==> src/rtl/mouth_coarticulation_smoother_core_macros.svh <==
// Assertion macros shared by the smoother RTL.
// Expects clk and rst_n in scope at the point of use.
`ifndef MOUTH_COARTICULATION_SMOOTHER_CORE_MACROS_SVH
`define MOUTH_COARTICULATION_SMOOTHER_CORE_MACROS_SVH

// Clocked property, masked while reset is asserted.
`define MCS_ASSERT(lbl, prop) \
    lbl: assert property (@(posedge clk) disable iff (!rst_n) prop) \
        else $error("mcs: assertion failed");

// Condition that must never be seen at a clock edge.
`define MCS_NEVER(lbl, cond) \
    `MCS_ASSERT(lbl, !(cond))

`endif

==> src/rtl/mcs_pkg.sv <==
// Shared types and constants for the mouth coarticulation smoother.
// No dependencies; imported by every module of the block.
package mcs_pkg;

    localparam int CH_COUNT  = 5;
    localparam int LVL_W     = 9;     // Q8 level, 0..256
    localparam int DT_W      = 10;    // elapsed ms, 1..1000
    localparam int TAU_W     = 7;     // time constant in ms
    localparam int DEN_W     = 11;    // tau + dt
    localparam int ALPHA_W   = 8;     // dt*256/(tau+dt) < 256
    localparam int CAP_W     = 14;    // width of the tick cap
    localparam int DIV_STEPS = ALPHA_W;
    localparam int CNT_W     = $clog2(DIV_STEPS);

    localparam logic [DT_W-1:0]  DT_DEFAULT_MS = 10'd33;
    localparam logic [31:0]      DT_CAP_TICKS  = 32'd16000;
    localparam logic [LVL_W-1:0] LEVEL_MAX     = 9'd256;
    localparam logic [LVL_W-1:0] WIDTH_PULL    = 9'd96;

    // channel order: open, width, round, press, teeth
    typedef logic [LVL_W-1:0] lvl_t;
    typedef logic [DT_W-1:0]  dt_t;
    typedef logic [TAU_W-1:0] tau_t;
    typedef logic [7:0]       byte_t;

    typedef lvl_t  [CH_COUNT-1:0] lvl_vec_t;
    typedef byte_t [CH_COUNT-1:0] byte_vec_t;
    typedef tau_t  [CH_COUNT-1:0] tau_vec_t;

    localparam tau_vec_t TAU_ATTACK  = {7'd60, 7'd22, 7'd55, 7'd70, 7'd45};
    localparam tau_vec_t TAU_RELEASE = {7'd60, 7'd55, 7'd65, 7'd70, 7'd95};
    localparam lvl_vec_t LEVEL_INIT  = {9'd0, 9'd0, 9'd30, 9'd110, 9'd0};

    typedef enum logic [2:0] {
        S_IDLE,
        S_LOAD,
        S_DIV,
        S_UPDATE,
        S_OUT
    } state_t;

    typedef struct packed {
        logic load;     // pick tau, seed the divider
        logic step;     // one quotient bit
        logic update;   // apply the pole step to the level
    } lane_ctrl_t;

endpackage

==> src/rtl/mcs_front.sv <==
// Keyframe front end: Q8 target scaling, dominance rules and elapsed time.
// Purely combinational; uses mcs_pkg.
module mcs_front (
    input  mcs_pkg::byte_vec_t raw,
    input  logic [31:0]        frame_time,
    input  logic [31:0]        prev_time,
    input  logic               has_frame,
    output mcs_pkg::lvl_vec_t  target,
    output mcs_pkg::dt_t       dt
);
    import mcs_pkg::*;

    lvl_t                q [CH_COUNT];
    logic [10:0]         press7;
    lvl_t                shade;
    logic [17:0]         open_prod;
    logic [10:0]         round3;
    logic [7:0]          pull;
    logic signed [9:0]   wdiff;
    logic signed [18:0]  wprod;
    logic signed [10:0]  wsum;
    logic                advanced;
    logic [31:0]         delta;
    logic [CAP_W-1:0]    capped;
    dt_t                 ms;

    always_comb
    begin
        // x*256/255 for a byte is x, plus one at full scale
        for (int i = 0; i < CH_COUNT; i++)
        begin
            q[i] = {1'b0, raw[i]} + {8'd0, (raw[i] == 8'hFF)};
        end

        // press closes the jaw
        press7    = 11'(q[3]) * 11'd7;
        shade     = LEVEL_MAX - {1'b0, press7[10:3]};
        open_prod = 18'(q[0]) * 18'(shade);

        // round pulls width toward 96
        round3 = 11'(q[2]) * 11'd3;
        pull   = round3[9:2];
        wdiff  = $signed({1'b0, WIDTH_PULL}) - $signed({1'b0, q[1]});
        wprod  = 19'(wdiff) * 19'($signed({1'b0, pull}));
        wsum   = $signed({2'b00, q[1]}) + wprod[18:8];

        target[0] = open_prod[16:8];
        target[1] = wsum[8:0];
        target[2] = q[2];
        target[3] = q[3];
        target[4] = q[4];

        advanced = has_frame && (frame_time > prev_time);
        delta    = frame_time - prev_time;
        capped   = (delta > DT_CAP_TICKS) ? DT_CAP_TICKS[CAP_W-1:0] : delta[CAP_W-1:0];
        ms       = capped[CAP_W-1:4];

        if (!advanced)
        begin
            dt = DT_DEFAULT_MS;
        end
        else if (ms == '0)
        begin
            dt = dt_t'(1);
        end
        else
        begin
            dt = ms;
        end
    end

endmodule

==> src/rtl/mcs_lane.sv <==
// One smoothing channel: restoring divider for alpha and the level update.
// Uses mcs_pkg and the assertion macro header.
`include "mouth_coarticulation_smoother_core_macros.svh"

module mcs_lane (
    input  logic                clk,
    input  logic                rst_n,
    input  mcs_pkg::lane_ctrl_t ctrl,
    input  mcs_pkg::lvl_t       target,
    input  mcs_pkg::dt_t        dt,
    input  mcs_pkg::tau_t       tau_attack,
    input  mcs_pkg::tau_t       tau_release,
    input  mcs_pkg::lvl_t       level_init,
    output mcs_pkg::lvl_t       level
);
    import mcs_pkg::*;

    lvl_t                level_reg, level_next;
    logic [DEN_W-1:0]    rem_reg, rem_next;
    logic [DEN_W-1:0]    den_reg, den_next;
    logic [ALPHA_W-1:0]  quo_reg, quo_next;

    tau_t                tau_sel;
    logic [DEN_W:0]      rem_dbl;
    logic [DEN_W:0]      rem_sub;
    logic                fits;
    logic signed [9:0]   diff;
    logic signed [18:0]  prod;
    logic signed [10:0]  lsum;

    always_comb
    begin
        tau_sel = (target > level_reg) ? tau_attack : tau_release;
        rem_dbl = {rem_reg, 1'b0};
        rem_sub = rem_dbl - {1'b0, den_reg};
        fits    = (rem_dbl >= {1'b0, den_reg});

        // floor shift of (target - level) * alpha
        diff = $signed({1'b0, target}) - $signed({1'b0, level_reg});
        prod = 19'(diff) * 19'($signed({1'b0, quo_reg}));
        lsum = $signed({2'b00, level_reg}) + prod[18:8];

        level_next = level_reg;
        rem_next   = rem_reg;
        den_next   = den_reg;
        quo_next   = quo_reg;

        if (ctrl.load)
        begin
            // dt < tau + dt, so dt starts as the remainder; the doubling steps form dt*256/(tau+dt)
            den_next = DEN_W'(tau_sel) + DEN_W'(dt);
            rem_next = DEN_W'(dt);
            quo_next = '0;
        end
        else if (ctrl.step)
        begin
            rem_next = fits ? rem_sub[DEN_W-1:0] : rem_dbl[DEN_W-1:0];
            quo_next = {quo_reg[ALPHA_W-2:0], fits};
        end

        if (ctrl.update)
        begin
            level_next = lsum[LVL_W-1:0];
        end
    end

    always_ff @(posedge clk or negedge rst_n)
    begin
        if (!rst_n)
        begin
            level_reg <= level_init;
        end
        else
        begin
            level_reg <= level_next;
        end
    end

    always_ff @(posedge clk)
    begin
        rem_reg <= rem_next;
        den_reg <= den_next;
        quo_reg <= quo_next;
    end

    assign level = level_reg;

    `MCS_NEVER(a_level_range, level_reg > LEVEL_MAX)

endmodule

==> src/rtl/mcs_merge.sv <==
// Merging stage: Q8 levels of all lanes to bytes, held in the output register.
// Uses mcs_pkg.
module mcs_merge (
    input  logic                clk,
    input  logic                rst_n,
    input  logic                load,
    input  mcs_pkg::lvl_vec_t   levels,
    input  logic                out_stall,
    output logic                out_valid,
    output mcs_pkg::byte_vec_t  bytes,
    output logic                free
);
    import mcs_pkg::*;

    logic       out_valid_reg, out_valid_next;
    byte_vec_t  bytes_reg, bytes_next;
    logic [16:0] scaled [CH_COUNT];

    always_comb
    begin
        // level*255/256; a level of at most 256 never exceeds 255
        for (int i = 0; i < CH_COUNT; i++)
        begin
            scaled[i]     = {levels[i], 8'd0} - 17'(levels[i]);
            bytes_next[i] = load ? scaled[i][15:8] : bytes_reg[i];
        end
        free           = !out_valid_reg || !out_stall;
        out_valid_next = load || (out_valid_reg && out_stall);
    end

    always_ff @(posedge clk or negedge rst_n)
    begin
        if (!rst_n)
        begin
            out_valid_reg <= 1'b0;
        end
        else
        begin
            out_valid_reg <= out_valid_next;
        end
    end

    always_ff @(posedge clk)
    begin
        bytes_reg <= bytes_next;
    end

    assign out_valid = out_valid_reg;
    assign bytes     = bytes_reg;

endmodule

==> src/rtl/mouth_coarticulation_smoother_core.sv <==
// Mouth coarticulation smoother, top level: sequencer, clock state, five lanes.
// Depends on mcs_pkg, mcs_front, mcs_lane, mcs_merge and the macro header.
//
// Each request carries five mouth target bytes and a timestamp in 1/16 ms
// ticks; each yields one result of five smoothed bytes. A request is taken
// only while the block is idle, and after acceptance it passes these steps
// before the next one can be accepted: latch the shaped targets and the
// elapsed time, choose each channel's time constant, run the restoring
// divider in every lane that forms alpha one bit per cycle, update the level
// and hand the result to the output register. The five lanes run side by
// side, so the eight-step divider is the longest step unless output stalls.
// A result waiting in the output register does not hold off the next request;
// only a second result finding the register still stalled waits.
`include "mouth_coarticulation_smoother_core_macros.svh"

module mouth_coarticulation_smoother_core (
    input  logic        clk,
    input  logic        rst_n,
    input  logic        in_valid,
    output logic        in_stall,
    input  logic [7:0]  target_open,
    input  logic [7:0]  target_width,
    input  logic [7:0]  target_round,
    input  logic [7:0]  target_press,
    input  logic [7:0]  target_teeth,
    input  logic [31:0] frame_time,
    output logic        out_valid,
    input  logic        out_stall,
    output logic [7:0]  smooth_open,
    output logic [7:0]  smooth_width,
    output logic [7:0]  smooth_round,
    output logic [7:0]  smooth_press,
    output logic [7:0]  smooth_teeth
);
    import mcs_pkg::*;

    state_t             state_reg, state_next;
    logic [CNT_W-1:0]   cnt_reg, cnt_next;
    logic [31:0]        prev_time_reg, prev_time_next;
    logic               has_frame_reg, has_frame_next;
    lvl_vec_t           target_reg, target_next;
    dt_t                dt_reg, dt_next;

    byte_vec_t          raw;
    lvl_vec_t           front_target;
    dt_t                front_dt;
    lvl_vec_t           levels;
    byte_vec_t          bytes;
    lane_ctrl_t         lane_ctrl;
    logic               accept;
    logic               merge_load;
    logic               merge_free;

    assign raw = {target_teeth, target_press, target_round, target_width, target_open};

    mcs_front u_front (
        .raw        (raw),
        .frame_time (frame_time),
        .prev_time  (prev_time_reg),
        .has_frame  (has_frame_reg),
        .target     (front_target),
        .dt         (front_dt)
    );

    for (genvar g = 0; g < CH_COUNT; g++)
    begin : g_lane
        mcs_lane u_lane (
            .clk         (clk),
            .rst_n       (rst_n),
            .ctrl        (lane_ctrl),
            .target      (target_reg[g]),
            .dt          (dt_reg),
            .tau_attack  (TAU_ATTACK[g]),
            .tau_release (TAU_RELEASE[g]),
            .level_init  (LEVEL_INIT[g]),
            .level       (levels[g])
        );
    end

    mcs_merge u_merge (
        .clk       (clk),
        .rst_n     (rst_n),
        .load      (merge_load),
        .levels    (levels),
        .out_stall (out_stall),
        .out_valid (out_valid),
        .bytes     (bytes),
        .free      (merge_free)
    );

    always_comb
    begin
        in_stall       = (state_reg != S_IDLE);
        accept         = in_valid && !in_stall;
        state_next     = state_reg;
        cnt_next       = cnt_reg;
        prev_time_next = prev_time_reg;
        has_frame_next = has_frame_reg;
        target_next    = target_reg;
        dt_next        = dt_reg;
        lane_ctrl      = '0;
        merge_load     = 1'b0;

        unique case (state_reg)
            S_IDLE:
            begin
                if (accept)
                begin
                    target_next    = front_target;
                    dt_next        = front_dt;
                    prev_time_next = frame_time;
                    has_frame_next = 1'b1;
                    state_next     = S_LOAD;
                end
            end
            S_LOAD:
            begin
                lane_ctrl.load = 1'b1;
                cnt_next       = '0;
                state_next     = S_DIV;
            end
            S_DIV:
            begin
                lane_ctrl.step = 1'b1;
                cnt_next       = cnt_reg + CNT_W'(1);
                if (cnt_reg == CNT_W'(DIV_STEPS - 1))
                begin
                    state_next = S_UPDATE;
                end
            end
            S_UPDATE:
            begin
                lane_ctrl.update = 1'b1;
                state_next       = S_OUT;
            end
            S_OUT:
            begin
                if (merge_free)
                begin
                    merge_load = 1'b1;
                    state_next = S_IDLE;
                end
            end
            default:
            begin
                state_next = S_IDLE;
            end
        endcase
    end

    always_ff @(posedge clk or negedge rst_n)
    begin
        if (!rst_n)
        begin
            state_reg     <= S_IDLE;
            cnt_reg       <= '0;
            prev_time_reg <= '0;
            has_frame_reg <= 1'b0;
        end
        else
        begin
            state_reg     <= state_next;
            cnt_reg       <= cnt_next;
            prev_time_reg <= prev_time_next;
            has_frame_reg <= has_frame_next;
        end
    end

    always_ff @(posedge clk)
    begin
        target_reg <= target_next;
        dt_reg     <= dt_next;
    end

    assign smooth_open  = bytes[0];
    assign smooth_width = bytes[1];
    assign smooth_round = bytes[2];
    assign smooth_press = bytes[3];
    assign smooth_teeth = bytes[4];

    `MCS_ASSERT(a_accept_starts, (in_valid && !in_stall) |=> (state_reg == S_LOAD))
    `MCS_ASSERT(a_div_length, (state_reg == S_DIV && cnt_reg == CNT_W'(DIV_STEPS - 1)) |=> (state_reg == S_UPDATE))
    `MCS_ASSERT(a_result_source, $rose(out_valid) |-> $past(state_reg == S_OUT))
    `MCS_ASSERT(a_dt_in_range, (state_reg == S_DIV) |-> (dt_reg != '0 && dt_reg <= dt_t'(1000)))

endmodule

==> config.mk <==
export PLATFORM = sky130hd
export DESIGN_NAME = mouth_coarticulation_smoother_core
export DESIGN_NICKNAME = d
export VERILOG_FILES = /design/src/rtl/mcs_pkg.sv /design/src/rtl/mcs_front.sv /design/src/rtl/mcs_lane.sv /design/src/rtl/mcs_merge.sv /design/src/rtl/mouth_coarticulation_smoother_core.sv
export VERILOG_INCLUDE_DIRS = /design/src /design/src/rtl
export SDC_FILE = /design/constraint.sdc
export NUM_CORES = 2
export LEC_CHECK = 0
export ABC_AREA = 1
export BUFFER_PORTS_ARGS = -buffer_cell sky130_fd_sc_hd__buf_2
export CORE_ASPECT_RATIO = 2
export CORE_MARGIN = 2
export CORE_UTILIZATION = 60
export CTS_CLUSTER_DIAMETER = 30
export DETAILED_ROUTE_END_ITERATION = 8
export PLACE_DENSITY = 0.77
export SETUP_SLACK_MARGIN = 0.2
export SYNTH_ARGS = -nofsm -noshare
export SYNTH_HDL_FRONTEND = slang
export SYNTH_SLANG_ARGS = --single-unit
==> constraint.sdc <==
create_clock -name clk -period 11.4 [get_ports clk]
set_input_delay 1.71 -clock clk [delete_from_list [all_inputs] [get_ports clk]]
set_output_delay 1.71 -clock clk [all_outputs]
set_load 0.02 [all_outputs]
; Yosys cells after proc, flatten, opt, wreduce, memory -nomap -nowiden
; Cells that the tools add are included.
[word_totals]
word_cells = 156
ff_bits = 330
in_bits = 76
out_inout_bits = 42
[op_classes]
n_reduce_logical = 16
addsub = 35
muxes = 30
n_lt_le_gt_ge = 10
n_bitwise = 1
eq_ne = 13
multipliers = 9
[op_table]
columns = operator, count
row1 = multiplier 10 x 9 -> 17 bit, 6
row2 = two-way mux 10 bit, 10
row3 = subtractor 16 x 9 -> 16 bit, 5
row4 = greater-or-equal comparator 12 x 11 -> 1 bit, 5
row5 = two-way mux 11 bit, 5
row6 = subtractor 11 bit, 5
row7 = adder 9 bit, 6
row8 = subtractor 9 x 9 -> 10 bit, 5
row9 = adder 8 x 1 -> 9 bit, 5
row10 = == test 8 bit (second input constant), 5
row11 = adder 7 x 10 -> 11 bit, 3
row12 = > comparator 32 x 14 -> 1 bit (second input constant), 1
row13 = > comparator 32 bit, 1
row14 = subtractor 32 bit, 1
row15 = > comparator 9 bit, 3
row16 = multiplier 9 x 9 -> 17 bit, 1
row17 = one-hot mux 3 bit (5 select lines), 1
row18 = two-way mux 14 bit, 1
row19 = two-way mux 7 bit, 2
row20 = two-way mux 6 bit, 2
row21 = adder 6 x 10 -> 11 bit (first input constant), 1
row22 = adder 7 x 10 -> 11 bit (first input constant), 1
row23 = multiplier 9 x 3 -> 11 bit (second input constant), 1
row24 = zero test 10 bit, 1
row25 = 21 further kinds, 37

; Depth between registers and ports, before layout
[logic_depth]
word_depth = 5
ltp_mapped = 49

; Worst setup path after synthesis
; OpenSTA, ideal clock, no wires.
[synth_timing]
path_kind = in2reg
start = in target_round[6]
end = reg target_reg[17] in the netlist's numbering (data pin)
path_buffers = 1
path_slack_ns = 2.390
setup_time_ns = 0.249
t_arrival_ns = 8.760
path_stages = 44
cell_sequence = and3_1 -> nand2_1 -> nor2_1 -> ha_1 -> ha_1 -> xor2_1 -> ha_1 -> a21oi_1 -> o21ai_1 -> a21oi_1 -> nor2_1 -> o21ai_1 -> nand2_1 -> xnor2_1 -> clkbuf_1 -> nor2_1 -> ha_1 -> inv_1 -> [... 8 more ...] -> o21ai_0 -> a21oi_1 -> o21bai_1 -> xor2_1 -> ha_1 -> nand2_1 -> o21ai_0 -> a21oi_1 -> o21bai_1 -> nand2_1 -> nand2_1 -> a21oi_1 -> xnor2_1 -> o21bai_2 -> nand2_1 -> nand2_1 -> nand2_1 -> inv_1
[synth_rtl]
columns = element, line
row1 = "start, declared", mouth_coarticulation_smoother_core.sv:23  ; input logic [7:0] target_round,
row2 = "end signal, assigned", mouth_coarticulation_smoother_core.sv:171  ; target_reg <= target_next;
row3 = "end, declared", mouth_coarticulation_smoother_core.sv:41  ; lvl_vec_t target_reg, target_next;

==> results.sh <==
export IMPL_instances_no_fill=6370
export IMPL_synthMuxAreaShare=0
export IMPL_post_cts_repair_setup_buffers=0
export IMPL_cp_end_kind="flop"
export IMPL_cts_root_buf="clkbuf_16"
export IMPL_clockBufferDepth=3
export IMPL_antenna_found_initial=3
export IMPL_syn_area_mm2=0.04175
export IMPL_cts_max_level=3
export IMPL_dr_wl_met3_um=4345
export IMPL_synth_simple_area_share=0.1852
export IMPL_cts_tree="yes"
export IMPL_worstHoldStart="has_frame_reg"
export IMPL_grt_use_total=0.3081
export IMPL_critical_path_class="in2reg"
export IMPL_crit_family="adder cells"
export IMPL_drv_cap=0
export IMPL_ys_seq_area_frac=0.2152
export IMPL_synthCells=5284
export IMPL_synth_seq_cells=328
export IMPL_cts_sinks=328
export IMPL_syn_area_per_cell_um2=7.901
export IMPL_synthArstFlopShare=0.2591
export IMPL_cp_start_kind="primary input"
export IMPL_min_path_cells=2
export IMPL_syn_nets=6236
export IMPL_largest_register_ffs=55
export IMPL_start_util=0.6073
export IMPL_synth_ff_type="edfxtp_1"
export IMPL_hold_path_class="reg2reg"
export IMPL_vias=34680
export IMPL_synth_common_cells="1224 x inv_1, 1057 x nand2_1, 509 x nor2_1"
export IMPL_synth_edf_count=198
export IMPL_drt_initial_drc_count=1808
export IMPL_post_cts_resized=0
export IMPL_worst_slack_ps=2089
export IMPL_synth_area_leader_cell="fa_1"
export IMPL_crit_arrival_ps=9700
export IMPL_hold_viol_final=0
export IMPL_yosysMostFrequentCell="inv_1"
export IMPL_die_x_um=190.5
export IMPL_period_minus_slack_ps=9311
export IMPL_synthTopCellsByArea="fa_1 21%, edfxtp_1 14%, ha_1 13%"
export IMPL_synth_compound_area_share=0.08116
export IMPL_core_area_mm2=0.06875
export IMPL_synthXorXnorAreaFrac=0.05973
export IMPL_cp_num_buf_inv=6
export IMPL_ios=118
export IMPL_fin_crit_sh=0.8168
export IMPL_cpMaxStageDelayCell="xor2_1"
export IMPL_grt_pass1_wl_um=174900
export IMPL_wl_met1_um=37190
export IMPL_wl_per_cell_um=16.61
export IMPL_dp_cells=6244
export IMPL_min_to="has_frame_reg"
export IMPL_highest_layer="met5"
export IMPL_reg2reg_from="g_lane[1].u_lane.level[1]"
export IMPL_finalMaxSlewViolations=0
export IMPL_max_freq_mhz=107.4
export IMPL_nets=6368
export IMPL_hpwl_um=85830
export IMPL_antenna_left=0
export IMPL_cts_buffers=67
export IMPL_pre_cts_slack_ps=1475
export IMPL_critPathMaxFanout=9
export IMPL_synth_top_family_by_area="adder cells"
export IMPL_grt_max_degree=85
export IMPL_relSlewSlack=0.4155
export IMPL_syn_to_final_growth_pct=9.258
export IMPL_worst_path_most_repeated_cell="nand2_1"
export IMPL_drt_total_wl_um=105800
export IMPL_dr_wl_met2_um=57010
export IMPL_cp_slowest_stage_delay_ps=570
export IMPL_synth_warnings=0
export IMPL_ctsHoldBuffers=0
export IMPL_path_clk_slew_ps=60
export IMPL_tightest_slew_ps=876.8
export IMPL_final_core_utilization=0.6635
export IMPL_drt_first_pass_iters=5
export IMPL_fillers=5898
export IMPL_r2r_end="g_lane[1].u_lane.level[8]"
export IMPL_clk_latency_ps=640
export IMPL_setup_tns_final_ps=0
export IMPL_required_ps=11790
export IMPL_rsz0062_at_grt="no"
export IMPL_r2r_cells=40
export IMPL_port_buffers=117
export IMPL_synth_top_area_frac=0.2081
export IMPL_drc=0
export IMPL_die_area_mm2=0.07183
export IMPL_status="complete, no violations"
export IMPL_fin_skew_ps=21.11
export IMPL_rows=136
export IMPL_r2r_slack_ps=3310
export IMPL_die_h_um=377.0
export IMPL_viasPerCell=5.444
export IMPL_first_global_vias=37110
export IMPL_setup_viol=0
export IMPL_place_congestion=0.9621
export IMPL_drive_gt1_frac=0.06014
export IMPL_yosysUniqueCellTypes=66
export IMPL_grt_ovfl_total=0
export IMPL_synth_adder_area_share=0.3406
-- metrics by stage --
| step | area [µm²] | hold slack (ps) |
|---|---|---|
| floorplan | 41750 | 432.1 |
| global placement | 43320 | 457.0 |
| detailed placement | 43320 | 466.8 |
| CTS | 45610 | 479.3 |
| global route | 45610 | 495.7 |
| finish | 45610 | 480.2 |
-- worst max-delay path by stage --
stage | from | endpoint | slack (ps) | cells after the start
after floorplan | target_round[6] | target_reg[17] | 2390 | 44
after global placement | target_round[6] | target_reg[17] | 1870 | 42
after detailed placement | target_round[4] | target_reg[17] | 1470 | 42
after CTS | target_round[4] | target_reg[17] | 2180 | 42
after global routing | target_round[4] | target_reg[17] | 1300 | 42
final | target_round[4] | target_reg[17] | 2090 | 42
-- per-layer routing --
metal | GRT usage | vias up
met3 | 0.04316 | 424
met1 | 0.3072 | 16640
li1 | - | 16650
met5 | 0 | -
met4 | 0.2030 | 2
met2 | 0.5842 | 973
-- tightest hold or removal path, delay by kind of cell (launching register included) --
| kind | cells | cell delay [ps] |
|---|---|---|
| flip-flops | 1 | 320 |
| AND/OR/NAND/NOR | 1 | 70 |
| buffers and inverters | 1 | 60 |
-- layout make-up --
type	instances	area, µm²	area share
Multi-Input combinational cell	3646	27870	0.6110
Sequential cell	328	8985	0.1970
Inverter	1245	4673	0.1025
Clock buffer	75	1790	0.03926
Tap cell	897	1122	0.02461
Timing Repair Buffer	128	670.6	0.01470
Clock inverter	49	498.0	0.01092
Antenna cell	2	5.005	0.0001097
-- layout by cell type (no fill, tap or decap), types with 11 or more instances in the layout --
master / instances
or2_2: 19
o21bai_1: 25
nor2_1: 507
dfxtp_1: 45
a21o_1: 20
clkbuf_16: 70
nand3_1: 146
o22ai_1: 51
buf_4: 12
dfrtp_1: 76
nor3_1: 36
and2_1: 19
o21ai_0: 221
xnor2_1: 87
nand4_1: 46
a21oi_1: 214
buf_2: 116
xor2_1: 194
a31oi_1: 12
nand2_1: 1055
inv_1: 1224
edfxtp_1: 198
clkinv_1: 14
nor2_2: 11
fa_1: 434
inv_6: 13
ha_1: 442
-- cells by family after synthesis --
logic type / Yosys count
AO/OA/AOI/OAI: 602
XOR/XNOR: 283
adder cells (fa/ha/maj): 876
buffers and inverters: 1310
flip-flops: 328
AND/OR/NAND/NOR: 1885
Power is not shown: default switching activity piles up to over one toggle a cycle in this logic, so the estimate is an artifact.
